`config.mk`:
```
export PLATFORM = sky130hd
export DESIGN_NAME = period_timer_with_interval_fit
export DESIGN_NICKNAME = d
export VERILOG_FILES = /design/src/hw/rtl/ptif_pkg.sv /design/src/hw/rtl/ptif_div.sv /design/src/hw/rtl/period_timer_with_interval_fit.sv
export SDC_FILE = /design/constraint.sdc
export NUM_CORES = 2
export LEC_CHECK = 0
export BUFFER_PORTS_ARGS = -buffer_cell sky130_fd_sc_hd__buf_2
export CAP_MARGIN = 20
export CORE_MARGIN = 2
export CORE_UTILIZATION = 35
export CTS_CLUSTER_DIAMETER = 150
export DETAILED_ROUTE_END_ITERATION = 8
export GPL_ROUTABILITY_DRIVEN = 0
export GPL_TIMING_DRIVEN = 0
export SYNTH_ARGS = -nofsm -noshare
export SYNTH_HDL_FRONTEND = slang
export SYNTH_SLANG_ARGS = --single-unit
```
`constraint.sdc`:
```
create_clock -name clk -period 22.7 [get_ports clk]
set_clock_uncertainty 0.15 [all_clocks]
set_input_delay 1.135 -clock clk [delete_from_list [all_inputs] [get_ports clk]]
set_output_delay 1.135 -clock clk [all_outputs]
set_load 0.1 [all_outputs]
```
`src/hw/rtl/ptif_pkg.sv`:
```
// Shared types, constants and helper functions of the period timer.
package ptif_pkg;

  localparam int CNT_W    = 16;        // timer counter width
  localparam int CLK_W    = 28;        // clock_hz register width
  localparam int US_W     = 31;        // requested interval width
  localparam int OUT_US_W = 35;        // microsecond result width
  localparam int STEP_W   = 20;        // step in us, at most 1000000
  localparam int DIVD_W   = US_W;      // divider dividend / quotient width
  localparam int DIVS_W   = CLK_W;     // divider divisor width
  localparam int MUL_B_W  = CNT_W + 1; // steps can reach 2**CNT_W
  localparam int MUL_P_W  = STEP_W + MUL_B_W;

  localparam logic [CLK_W-1:0]  CLOCK_HZ_RESET = CLK_W'(40000000);
  localparam logic [DIVD_W-1:0] ONE_MILLION    = DIVD_W'(1000000);
  localparam logic [DIVD_W-1:0] TIMER_SPAN     = DIVD_W'(64'd1 << CNT_W);

  typedef enum logic [2:0] {
    CMD_TICK         = 3'd0,
    CMD_SET_INTERVAL = 3'd1,
    CMD_SET_PRESCALE = 3'd2,
    CMD_START        = 3'd3,
    CMD_STOP         = 3'd4,
    CMD_CLEAR        = 3'd5,
    CMD_READ         = 3'd6,
    CMD_ACK          = 3'd7
  } cmd_t;

  typedef enum logic [2:0] {
    ST_TBL_START,
    ST_TBL_WAIT,
    ST_IDLE,
    ST_FIT_START,
    ST_FIT_WAIT,
    ST_ACTUAL,
    ST_FALLBACK,
    ST_ELAPSED
  } state_t;

  typedef struct packed {
    cmd_t               cmd;
    logic [US_W-1:0]    interval_us;
    logic signed [7:0]  prescaler_sel;
  } in_t;

  typedef struct packed {
    logic [OUT_US_W-1:0] actual_interval_us;
    logic [CNT_W-1:0]    timer_value;
    logic [OUT_US_W-1:0] elapsed_us;
    logic                expired;
    logic [1:0]          prescale_sel_now;
    logic [CNT_W-1:0]    period_now;
  } out_t;

  typedef struct packed {
    logic              start;
    logic [DIVD_W-1:0] dividend;
    logic [DIVS_W-1:0] divisor;
  } div_req_t;

  typedef struct packed {
    logic              done;
    logic [DIVD_W-1:0] quotient;
  } div_rsp_t;

  // prescale ratio 1, 8, 64, 256
  function automatic logic [8:0] prescale_div(logic [1:0] idx);
    logic [8:0] d;
    case (idx)
      2'd0:    d = 9'd1;
      2'd1:    d = 9'd8;
      2'd2:    d = 9'd64;
      default: d = 9'd256;
    endcase
    return d;
  endfunction

  // clock_hz / (2 * ratio) as a right shift
  function automatic logic [3:0] prescale_shift(logic [1:0] idx);
    logic [3:0] s;
    case (idx)
      2'd0:    s = 4'd1;
      2'd1:    s = 4'd4;
      2'd2:    s = 4'd7;
      default: s = 4'd9;
    endcase
    return s;
  endfunction

endpackage

```
`src/hw/rtl/ptif_div.sv`:
```
// Restoring unsigned divider, one quotient bit per cycle.
module ptif_div import ptif_pkg::*; (
  input  logic     clk,
  input  logic     rst,
  input  div_req_t req,
  output div_rsp_t rsp
);

  localparam int CNT_BITS = $clog2(DIVD_W);

  logic                busy;
  logic                done;
  logic [CNT_BITS-1:0] cnt;
  logic [DIVS_W-1:0]   rem;
  logic [DIVD_W-1:0]   quo;
  logic [DIVS_W-1:0]   dvs;

  logic [DIVS_W:0]     shifted;
  logic                ge;
  logic [DIVS_W:0]     diff;

  always_comb begin
    shifted = {rem, quo[DIVD_W-1]};
    ge      = shifted >= {1'b0, dvs};
    diff    = shifted - {1'b0, dvs};
  end

  always_ff @(posedge clk) begin
    if (rst) begin
      busy <= 1'b0;
      done <= 1'b0;
      cnt  <= '0;
    end else begin
      done <= 1'b0;
      if (req.start) begin
        busy <= 1'b1;
        cnt  <= '0;
      end else if (busy) begin
        if (cnt == CNT_BITS'(DIVD_W - 1)) begin
          busy <= 1'b0;
          done <= 1'b1;
        end
        cnt <= cnt + 1'b1;
      end
    end
  end

  always_ff @(posedge clk) begin
    if (req.start) begin
      rem <= '0;
      quo <= req.dividend;
      dvs <= req.divisor;
    end else if (busy) begin
      // remainder stays below the divisor, so the top bit drops
      rem <= ge ? diff[DIVS_W-1:0] : shifted[DIVS_W-1:0];
      quo <= {quo[DIVD_W-2:0], ge};
    end
  end

  assign rsp.done     = done;
  assign rsp.quotient = quo;

endmodule

```
`src/hw/rtl/period_timer_with_interval_fit.sv`:
```
// Period timer, one item in flight: most commands pass through ST_ELAPSED, which raises out_valid once
// the output is free, then return to ST_IDLE for the next item; set interval runs up to five divides.
// Step table is rebuilt by the shared divider after reset and every clock_hz write,
// with in_ready low meanwhile. One shared 20x17 multiplier forms the products.
// Synchronous active-high reset; clock_hz resets to 40000000, period to all ones.
module period_timer_with_interval_fit import ptif_pkg::*; (
  input  logic             clk,
  input  logic             rst,
  input  logic             in_valid,
  output logic             in_ready,
  input  in_t              in_data,
  output logic             out_valid,
  input  logic             out_ready,
  output out_t             out_data,
  input  logic             cfg_valid,
  output logic             cfg_ready,
  input  logic [CLK_W-1:0] cfg_data
);

  state_t state, state_next;

  logic [CLK_W-1:0]    clock_hz;
  logic [STEP_W-1:0]   step_tbl [4];
  logic [1:0]          tbl_idx;
  logic [2:0]          try_cnt;
  logic [US_W-1:0]     us_reg;
  logic [MUL_B_W-1:0]  fit_steps;
  logic [OUT_US_W-1:0] actual_reg;

  logic [CNT_W-1:0]    timer_count;
  logic [CNT_W-1:0]    period_value;
  logic [1:0]          prescale_index;
  logic [7:0]          prescale_counter;
  logic                running;
  logic                expired_flag;

  div_req_t            div_req;
  div_rsp_t            div_rsp;

  logic [CLK_W-1:0]    tbl_freq;
  logic [1:0]          fit_idx;
  logic [STEP_W-1:0]   fit_step;
  logic                fit_ok;
  logic [MUL_B_W-1:0]  steps_fit;
  logic                out_free;
  logic                in_xfer;
  logic                cfg_xfer;
  logic [MUL_B_W-1:0]  mul_b;
  logic [MUL_P_W-1:0]  product;
  logic [MUL_P_W-1:0]  fallback_us;

  logic [8:0]          pc_inc;
  logic [1:0]          sel_clamped;

  ptif_div u_div (
    .clk (clk),
    .rst (rst),
    .req (div_req),
    .rsp (div_rsp)
  );

  always_comb begin
    tbl_freq  = clock_hz >> prescale_shift(tbl_idx);
    fit_idx   = (try_cnt == 3'd0) ? prescale_index : 2'(try_cnt - 3'd1);
    fit_step  = step_tbl[fit_idx];
    fit_ok    = div_rsp.quotient <= TIMER_SPAN;
    steps_fit = (div_rsp.quotient == '0) ? MUL_B_W'(1) : div_rsp.quotient[MUL_B_W-1:0];
    out_free  = !out_valid || out_ready;
    mul_b     = (state == ST_ACTUAL) ? fit_steps : {1'b0, timer_count};
    product   = step_tbl[prescale_index] * mul_b;
    fallback_us = MUL_P_W'(step_tbl[3]) << CNT_W;
    pc_inc    = {1'b0, prescale_counter} + 9'd1;
    if (in_data.prescaler_sel[7]) begin
      sel_clamped = 2'd0;
    end else if (in_data.prescaler_sel > 8'sd3) begin
      sel_clamped = 2'd3;
    end else begin
      sel_clamped = in_data.prescaler_sel[1:0];
    end
  end

  // next state
  always_comb begin
    state_next = state;
    unique case (state)
      ST_TBL_START: begin
        if (tbl_freq == '0) begin
          state_next = (tbl_idx == 2'd3) ? ST_IDLE : ST_TBL_START;
        end else begin
          state_next = ST_TBL_WAIT;
        end
      end
      ST_TBL_WAIT: begin
        if (div_rsp.done) begin
          state_next = (tbl_idx == 2'd3) ? ST_IDLE : ST_TBL_START;
        end
      end
      ST_IDLE: begin
        if (cfg_valid) begin
          state_next = ST_TBL_START;
        end else if (in_valid) begin
          state_next = (in_data.cmd == CMD_SET_INTERVAL) ? ST_FIT_START : ST_ELAPSED;
        end
      end
      ST_FIT_START: begin
        if (fit_step == '0) begin
          state_next = (try_cnt == 3'd4) ? ST_FALLBACK : ST_FIT_START;
        end else begin
          state_next = ST_FIT_WAIT;
        end
      end
      ST_FIT_WAIT: begin
        if (div_rsp.done) begin
          if (fit_ok) begin
            state_next = ST_ACTUAL;
          end else begin
            state_next = (try_cnt == 3'd4) ? ST_FALLBACK : ST_FIT_START;
          end
        end
      end
      ST_ACTUAL:   state_next = ST_ELAPSED;
      ST_FALLBACK: state_next = ST_ELAPSED;
      ST_ELAPSED: begin
        if (out_free) begin
          state_next = ST_IDLE;
        end
      end
      default: state_next = ST_IDLE;
    endcase
  end

  // sequencer outputs
  always_comb begin
    cfg_ready        = (state == ST_IDLE);
    in_ready         = (state == ST_IDLE) && !cfg_valid;
    div_req.start    = ((state == ST_TBL_START) && (tbl_freq != '0)) ||
                       ((state == ST_FIT_START) && (fit_step != '0));
    if (state == ST_TBL_START) begin
      div_req.dividend = ONE_MILLION;
      div_req.divisor  = tbl_freq;
    end else begin
      div_req.dividend = us_reg;
      div_req.divisor  = DIVS_W'(fit_step);
    end
  end

  assign in_xfer  = in_valid && in_ready;
  assign cfg_xfer = cfg_valid && cfg_ready;

  always_ff @(posedge clk) begin
    if (rst) begin
      state     <= ST_TBL_START;
      tbl_idx   <= 2'd0;
      clock_hz  <= CLOCK_HZ_RESET;
      out_valid <= 1'b0;
    end else begin
      state <= state_next;
      if (cfg_xfer) begin
        clock_hz <= cfg_data;
        tbl_idx  <= 2'd0;
      end else if ((state == ST_TBL_START && tbl_freq == '0) ||
                   (state == ST_TBL_WAIT && div_rsp.done)) begin
        tbl_idx <= tbl_idx + 2'd1;
      end
      if (state == ST_ELAPSED && out_free) begin
        out_valid <= 1'b1;
      end else if (out_ready) begin
        out_valid <= 1'b0;
      end
    end
  end

  always_ff @(posedge clk) begin
    if (state == ST_TBL_START && tbl_freq == '0) begin
      step_tbl[tbl_idx] <= '0;
    end else if (state == ST_TBL_WAIT && div_rsp.done) begin
      step_tbl[tbl_idx] <= div_rsp.quotient[STEP_W-1:0];
    end
  end

  // timer state and fit bookkeeping
  always_ff @(posedge clk) begin
    if (rst) begin
      timer_count      <= '0;
      period_value     <= '1;
      prescale_index   <= 2'd0;
      prescale_counter <= '0;
      running          <= 1'b0;
      expired_flag     <= 1'b0;
      try_cnt          <= 3'd0;
    end else begin
      unique case (state)
        ST_IDLE: begin
          if (in_xfer) begin
            case (in_data.cmd)
              CMD_TICK: begin
                if (running) begin
                  if (pc_inc < prescale_div(prescale_index)) begin
                    prescale_counter <= pc_inc[7:0];
                  end else begin
                    prescale_counter <= '0;
                    if (timer_count == period_value) begin
                      timer_count  <= '0;
                      expired_flag <= 1'b1;
                    end else begin
                      timer_count <= timer_count + 1'b1;
                    end
                  end
                end
              end
              CMD_SET_INTERVAL: try_cnt <= 3'd0;
              CMD_SET_PRESCALE: begin
                if (sel_clamped != prescale_index) begin
                  prescale_index   <= sel_clamped;
                  prescale_counter <= '0;
                end
              end
              CMD_START: running <= 1'b1;
              CMD_STOP:  running <= 1'b0;
              CMD_CLEAR: begin
                timer_count      <= '0;
                prescale_counter <= '0;
              end
              CMD_READ: ;
              default:  expired_flag <= 1'b0;
            endcase
          end
        end
        ST_FIT_START: begin
          if (fit_step == '0 && try_cnt != 3'd4) begin
            try_cnt <= try_cnt + 3'd1;
          end
        end
        ST_FIT_WAIT: begin
          if (div_rsp.done) begin
            if (fit_ok) begin
              period_value <= CNT_W'(steps_fit - 1'b1);
              if (MUL_B_W'(timer_count) > steps_fit - 1'b1) begin
                timer_count <= CNT_W'(steps_fit - 1'b1);
              end
              // any fit past the first try walked the prescaler index
              if (try_cnt != 3'd0) begin
                prescale_index   <= fit_idx;
                prescale_counter <= '0;
              end
            end else if (try_cnt != 3'd4) begin
              try_cnt <= try_cnt + 3'd1;
            end
          end
        end
        ST_FALLBACK: begin
          prescale_index   <= 2'd3;
          prescale_counter <= '0;
          period_value     <= '1;
        end
        default: ;
      endcase
    end
  end

  always_ff @(posedge clk) begin
    if (in_xfer) begin
      us_reg     <= in_data.interval_us;
      actual_reg <= '0;
    end
    if (state == ST_FIT_WAIT && div_rsp.done) begin
      fit_steps <= steps_fit;
    end
    if (state == ST_ACTUAL) begin
      actual_reg <= product[OUT_US_W-1:0];
    end else if (state == ST_FALLBACK) begin
      actual_reg <= fallback_us[OUT_US_W-1:0];
    end
    if (state == ST_ELAPSED && out_free) begin
      out_data.actual_interval_us <= actual_reg;
      out_data.timer_value        <= timer_count;
      out_data.elapsed_us         <= product[OUT_US_W-1:0];
      out_data.expired            <= expired_flag;
      out_data.prescale_sel_now   <= prescale_index;
      out_data.period_now         <= period_value;
    end
  end

endmodule
```
Word level (Yosys, flattened, before mapping)

Memories as Yosys holds them, arrays and structs flattened. A register that Yosys moved wholly into a read port is not among the register bits.
Index checks and enable logic that the tools add are counted.

$add $sub $neg: 8
$mul: 1
$lt $le $gt $ge: 5
Eq/ne operators: 45
Shift operators: 1
Multiplexer cells: 85
Bitwise gates (word level): 3
Reductions and logical operators: 47

Operators by type and width:

| kind                                                              | number |
|---|---|
| two-way mux 16 bit                                                | 9 |
| two-way mux 35 bit                                                | 3 |
| case mux 16 bit (2 select lines)                                  | 3 |
| two-way mux 31 bit                                                | 2 |
| two-way mux 59 bit                                                | 1 |
| two-way mux 8 bit                                                 | 7 |
| case mux 8 bit (3 select lines)                                   | 2 |
| two-way mux 3 bit                                                 | 15 |
| two-way mux 9 bit                                                 | 5 |
| multiplier 20 x 17 -> 35 bit                                      | 1 |
| two-way mux 17 bit                                                | 2 |
| less-or-equal comparator 31 x 17 -> 1 bit (second input constant) | 1 |
| logical NOT 31 bit                                                | 1 |
| greater-or-equal comparator 29 x 28 -> 1 bit                      | 1 |
| logical NOT 28 bit                                                | 1 |
| two-way mux 28 bit                                                | 1 |
| nonzero test 28 bit                                               | 1 |
| right shift 28 x 4 -> 28 bit                                      | 1 |
| subtractor 28 bit                                                 | 1 |
| case mux 9 bit (3 select lines)                                   | 1 |
| two-way mux 2 bit                                                 | 13 |
| equality test 3 bit (second input constant)                       | 8 |
| case mux 3 bit (7 select lines)                                   | 1 |
| logical NOT 20 bit                                                | 1 |
| other kinds (46)                                                  | 113 |

Register bits: 363
Memory bits (writable): 80
Input port bits: 75
Output and inout bits: 108
Word-level logic and storage cells: 223
Memories: 1

Memories:

| name     | words | width | rd ports | clocked after Yosys merged registers in | write ports | line                                 | RTL |
|---|---|---|---|---|---|---|---|
| step_tbl | 4     | 20    | 3        | 1                                       | 1           | period_timer_with_interval_fit.sv:23 | `logic [STEP_W-1:0] step_tbl [4];` |

Logic depth before layout (Yosys ltp)

Word-level depth: 13
Gate-level depth with buffers: 30
Gate-level depth less buffers: 26

Cells and area by module

From an unflattened synthesis, not the netlist that was laid out.

Cell total of the unflattened synthesis: 3246
Area total of the unflattened synthesis: 33211.9 um^2

By module, submodules not included:

| module                         | instances | cells an instance | area each (um^2) |
|---|---|---|---|
| period_timer_with_interval_fit | 1         | 2733              | 27924.3 |
| ptif_div                       | 1         | 513               | 5287.6 |

Worst setup path before layout

No wires, ideal clock.

Path kind: register to register
Start: register state[1]
End: register actual_reg[33], data pin
Library setup time: 256 ps
Data arrival time: 7566 ps
Data required time: 22294 ps
Setup slack: 14727 ps
Stages on the path, launching flop included: 27
Buffers on the path: 4
Period minus slack after synthesis: 7973 ps
Cell sequence: dfxtp_1 > clkbuf_1 > inv_1 > and3_1 > clkbuf_1 > clkbuf_1 > buf_1 > nand2_1 > or2_2 > fa_1 > fa_1 > inv_1 > fa_1 > fa_1 > fa_1 > inv_1 > fa_1 > inv_1 > ha_1 > a21oi_1 > o21ai_0 > a221oi_1 > a31oi_1 > a2111oi_0 > nor4b_1 > nand3b_1 > a22o_1

Longest elaborated chain between the ends: 4

Ends and longest elaborated chain:

| element                      | line                                  | RTL |
|---|---|---|
| start: declaration           | period_timer_with_interval_fit.sv:20  | `state_t state, state_next;` |
| start signal: assignment     | period_timer_with_interval_fit.sv:157 | `state <= state_next;` |
| equality test 3 bit          | period_timer_with_interval_fit.sv:69  | `mul_b = (state == ST_ACTUAL) ? fit_steps : {1'b0, timer_count};` |
| two-way mux 17 bit           | period_timer_with_interval_fit.sv:69  |  |
| multiplier 20 x 17 -> 35 bit | period_timer_with_interval_fit.sv:70  | `product = step_tbl[prescale_index] * mul_b;` |
| named net product[33]        | period_timer_with_interval_fit.sv:49  | `logic [MUL_P_W-1:0] product;` |
| two-way mux 35 bit           | period_timer_with_interval_fit.sv:269 | `if (state == ST_ACTUAL) begin` |
| end signal: assignment       | period_timer_with_interval_fit.sv:270 | `actual_reg <= product[OUT_US_W-1:0];` |
| end signal: assignment       | period_timer_with_interval_fit.sv:272 | `actual_reg <= fallback_us[OUT_US_W-1:0];` |
| end: declaration             | period_timer_with_interval_fit.sv:28  | `logic [OUT_US_W-1:0] actual_reg;` |

The timed path passes the listed nets, and every way through them passes these cells.
A chain may end at the register's enable or synchronous reset.

Worst setup path in the final report

Same ends and word-level chain as after synthesis.

==> summary.txt <==
Clock network
  – Hold Buf Count CTS: 0
  – Post-CTS Resized: 0
  – TritonCTS clock tree: done
  – Max clock buf depth: 3
  – Clock transition at path regs: about 0.060 ns
  – Latest clock arrival within the worst-skew pair: 0.62 ns
  – Num CTS Buffers: 48
  – H-Tree Depth: 2
  – Post-CTS setup buffer count: 0
  – # clock sinks: between 400 and 500
  – CTS Root Cell: clkbuf_16

Drt
  – Vias: 24271
  – Antenna-violating nets left: 0
  – Wire length per cell: 20.2 µm
  – Drt via density: 5.17
  – Initial DRC Count: 2058
  – DR pass1 iterations: 6
  – Routed wire length: 94700 µm
  – # DRC: 0

GRT
  – GRT overflow: 0
  – Initial antenna violation count: 2
  – Largest net degree at the start of global routing: 38
  – Global Route Usage Sum: 19.7%
  – Vias in the first global route: 24151
  – GR Util met1: 26.7%
  – Gr busiest metal: met2
  – GR Layer Usage met2: 32.7%
  – Met3 usage: ~2.5%
  – Global-route wire length before repair: around 140000 µm

Layout
  – Layout cells sized above 1: a little under an eighth
  – Final Util: 40.2%
  – Number of flip-flops in the largest register: 105
  – Area Growth Syn to Fin: 13.4%
  – Final net count: between 3000 and 4000
  – Cell Count, Final, Fillers Out: 4695

Worst setup path
  – Critical path required time: 22.89 ns
  – Worst path most repeated cell: fa_1
  – R2R Path End: actual_reg[33]
  – CP max-delay cell: buf_1
  – Worst Setup End Kind: flop
  – Critical Path AT: around 11 ns
  – Crit path largest cell delay: 0.84 ns
  – Critical path class: reg -> reg
  – Max FO, Critical Path: 10
  – Reg2reg setup slack: about 12 ns
  – R2R depth: 26
  – Setup crit start kind: flop
  – RR Startpoint: state[1]

Synth
  – Library cells used by synthesis: 80
  – Main synth FF type: edfxtp_1
  – Synthesized cell area: 32600 µm²
  – Number of synthesized flops with an enable pin: 327
  – Post-synth top area share: 30.1%
  – Post-synth ARST share: 0%
  – Synth top area cells: edfxtp_1 30%, fa_1 17%, dfxtp_1 7.2%
  – Avg Inst Size Synth: around 10 µm²
  – Cell taking the most area after synthesis: edfxtp_1
  – Yosys warning count: 0
  – Register bit total from synthesis: 445
  – Mapped Nets: 3669
  – Seq/Total Area, Yosys: 37.3%
  – Gate Count Post-Synth: 3167

Power and ir drop
  – Lkg Pwr: 15.2 nW
  – Worst vdd ir: 67.9 µV
  – Internal Power: 2.28 mW
  – Tot Pwr: between 4 and 5 mW
  – Clk pwr share: 20.0%
  – Psw: around 1.8 mW
  – Sequential Power Share: 28.3%
  – Comb pwr share: 51.7%
  – Sw frac: a little over two fifths
  – Power per Cell Area: 109 nW/µm²

STA
  – RSZ-0062 raised after global routing: false
  – Tcrit/Tclk final: 45.9%
  – Slew @ Worst Pin: 1.11 ns
  – Minimum clock period: 10.42 ns
  – Slew HR: approximately a quarter
  – Slew Viols, Final: 0
  – Final TNS setup: 0 ns
  – Fin. Hold Viols: 0
  – Final setup violation count: 0
  – Maximum clock rate: about 96 MHz

Die
  – Chip Height: 309 µm
  – Die footprint: around 96000 µm²
  – Initial Utilization: 35.4%
  – Core Footprint: 92100 µm²
  – Chip width: 309 µm
  – I/O pins: 183
  – Cell Rows: 111

Hold path
  – WHS Endpoint: out_data[80]
  – HP Class: reg -> reg
  – Worst Hold Launch: actual_reg[10]
  – Hold path cells: 0

Placement
  – DP HPWL: 74400 µm
  – Placed Cells: 4604
  – Port Buf Inserts: roughly 180

Flow run
  – Max-cap violations: 0

Status
  – Status: completed
-- cell usage in the layout, fill, tap and decap left out, types with 11 or more instances in the layout --
master     netlist  routed
nand3_1         48      48
dfxtp_1        118     118
nand2_1        400     399
o21a_1          30      30
buf_1           13      13
nor2b_1         47      45
ha_1           158     158
nor2_1         246     242
a21oi_1        118     118
mux2_2          21      21
inv_1          393     393
o21bai_1        11      11
xor2_1          43      43
a21o_1          28      28
a22o_1          44      44
a211oi_1        30      30
o21ai_0         87      87
fa_1           269     269
clkbuf_16        0      49
and2_1          70      70
nor3_1          46      46
xnor2_1         58      58
clkbuf_1       132     143
nand4_1         18      18
a31oi_1         16      16
nand2b_1        49      49
edfxtp_1       327     327
buf_2            9     190
mux4_2          57      57
nor4_1          26      26
and3_1          21      21
mux2i_1         73      73
nand3b_1        11      11
-- through the flow --
step	cell area, µm²	hold slack [ns]	worst slack [ns]
detailed placement	35400	0.255	12.26
global placement	35100	0.251	12.29
global route	37000	0.273	11.81
finish	37000	0.261	12.28
CTS	37000	0.265	12.24
floorplan	32600	0.250	14.73
-- power by group through the flow --
stage | Sequential (mW) | Clock (mW) | Combinational (mW)
finish | 1.14 | 0.808 | 2.08
global route | 1.15 | 0.854 | 2.34
CTS | 1.14 | 0.826 | 2.09
detailed placement | 1.16 | 0 | 2.09
global placement | 1.16 | 0 | 2.05
floorplan | 1.13 | 0 | 1.53
-- layout make-up --
| class | instances | area (µm²) |
|---|---|---|
| fill | 9003 | 55100 |
| sequential | 445 | 12200 |
| buffer | 161 | 653 |
| tap | 1243 | 1560 |
| antenna | 1 | 2.50 |
| clock buffer | 62 | 1290 |
| multi-input combinational | 2164 | 18300 |
| timing repair buffer | 194 | 1170 |
| inverter | 397 | 1490 |
| clock inverter | 28 | 315 |
-- critical path, delay by kind of cell, from the launching register on --
family	cells	cell delay, ns
buffers and inverters	8	2.46
DFF	1	0.31
AOI/OAI and AO/OA	6	2.19
and+or+nand+nor	5	1.45
adders and majority gates	7	3.56
-- cells in the mapped netlist, types with 6 or more instances --
| cell type | instances |
|---|---|
| a2111oi_0 | 6 |
| a211oi_1 | 30 |
| a21o_1 | 28 |
| a21oi_1 | 118 |
| a22o_1 | 44 |
| a31oi_1 | 16 |
| and2_1 | 70 |
| and3_1 | 21 |
| buf_1 | 13 |
| buf_2 | 9 |
| clkbuf_1 | 132 |
| dfxtp_1 | 118 |
| edfxtp_1 | 327 |
| fa_1 | 269 |
| ha_1 | 158 |
| inv_1 | 393 |
| mux2_2 | 21 |
| mux2i_1 | 73 |
| mux4_2 | 57 |
| nand2_1 | 400 |
| nand2b_1 | 49 |
| nand3_1 | 48 |
| nand3b_1 | 11 |
| nand4_1 | 18 |
| nor2_1 | 246 |
| nor2b_1 | 47 |
| nor3_1 | 46 |
| nor4_1 | 26 |
| nor4b_1 | 6 |
| o211ai_1 | 10 |
| o21a_1 | 30 |
| o21ai_0 | 87 |
| o21ai_1 | 10 |
| o21bai_1 | 11 |
| o22ai_1 | 9 |
| o31ai_1 | 10 |
| o32ai_1 | 8 |
| or2_2 | 10 |
| or3_1 | 7 |
| xnor2_1 | 58 |
| xor2_1 | 43 |
-- how the worst max path moves through the flow --
stage,depth (start not counted),end,slack [ns],startpoint
4_1_cts,26,actual_reg[33],12.24,state[1]
5_1_grt,26,actual_reg[33],11.81,state[1]
3_3_place_gp,26,actual_reg[33],12.29,state[1]
2_1_floorplan,26,actual_reg[33],14.73,state[1]
3_5_place_dp,26,actual_reg[33],12.26,state[1]
6_report,26,actual_reg[33],12.28,state[1]
-- cells by family after synthesis --
kind of cell               count (synthesis)  share of synthesized area (%)
AOI/OAI and AO/OA                        460                           9.27
adders and majority gates                427                           22.6
xor gates and xnor gates                 101                           2.71
muxes                                    151                           6.90
and+or+nand+nor                         1025                           14.7
buffers and inverters                    558                           6.58
DFF                                      445                           37.3
-- routing by layer --
layer,vias to the layer above,share of wire (%)
met2,833,47
met4,2,3.3
li1,11253,-
met1,12011,43
met5,-,0.012
met3,172,6.2
No activity file was read; power rests on OpenSTA's default activity.
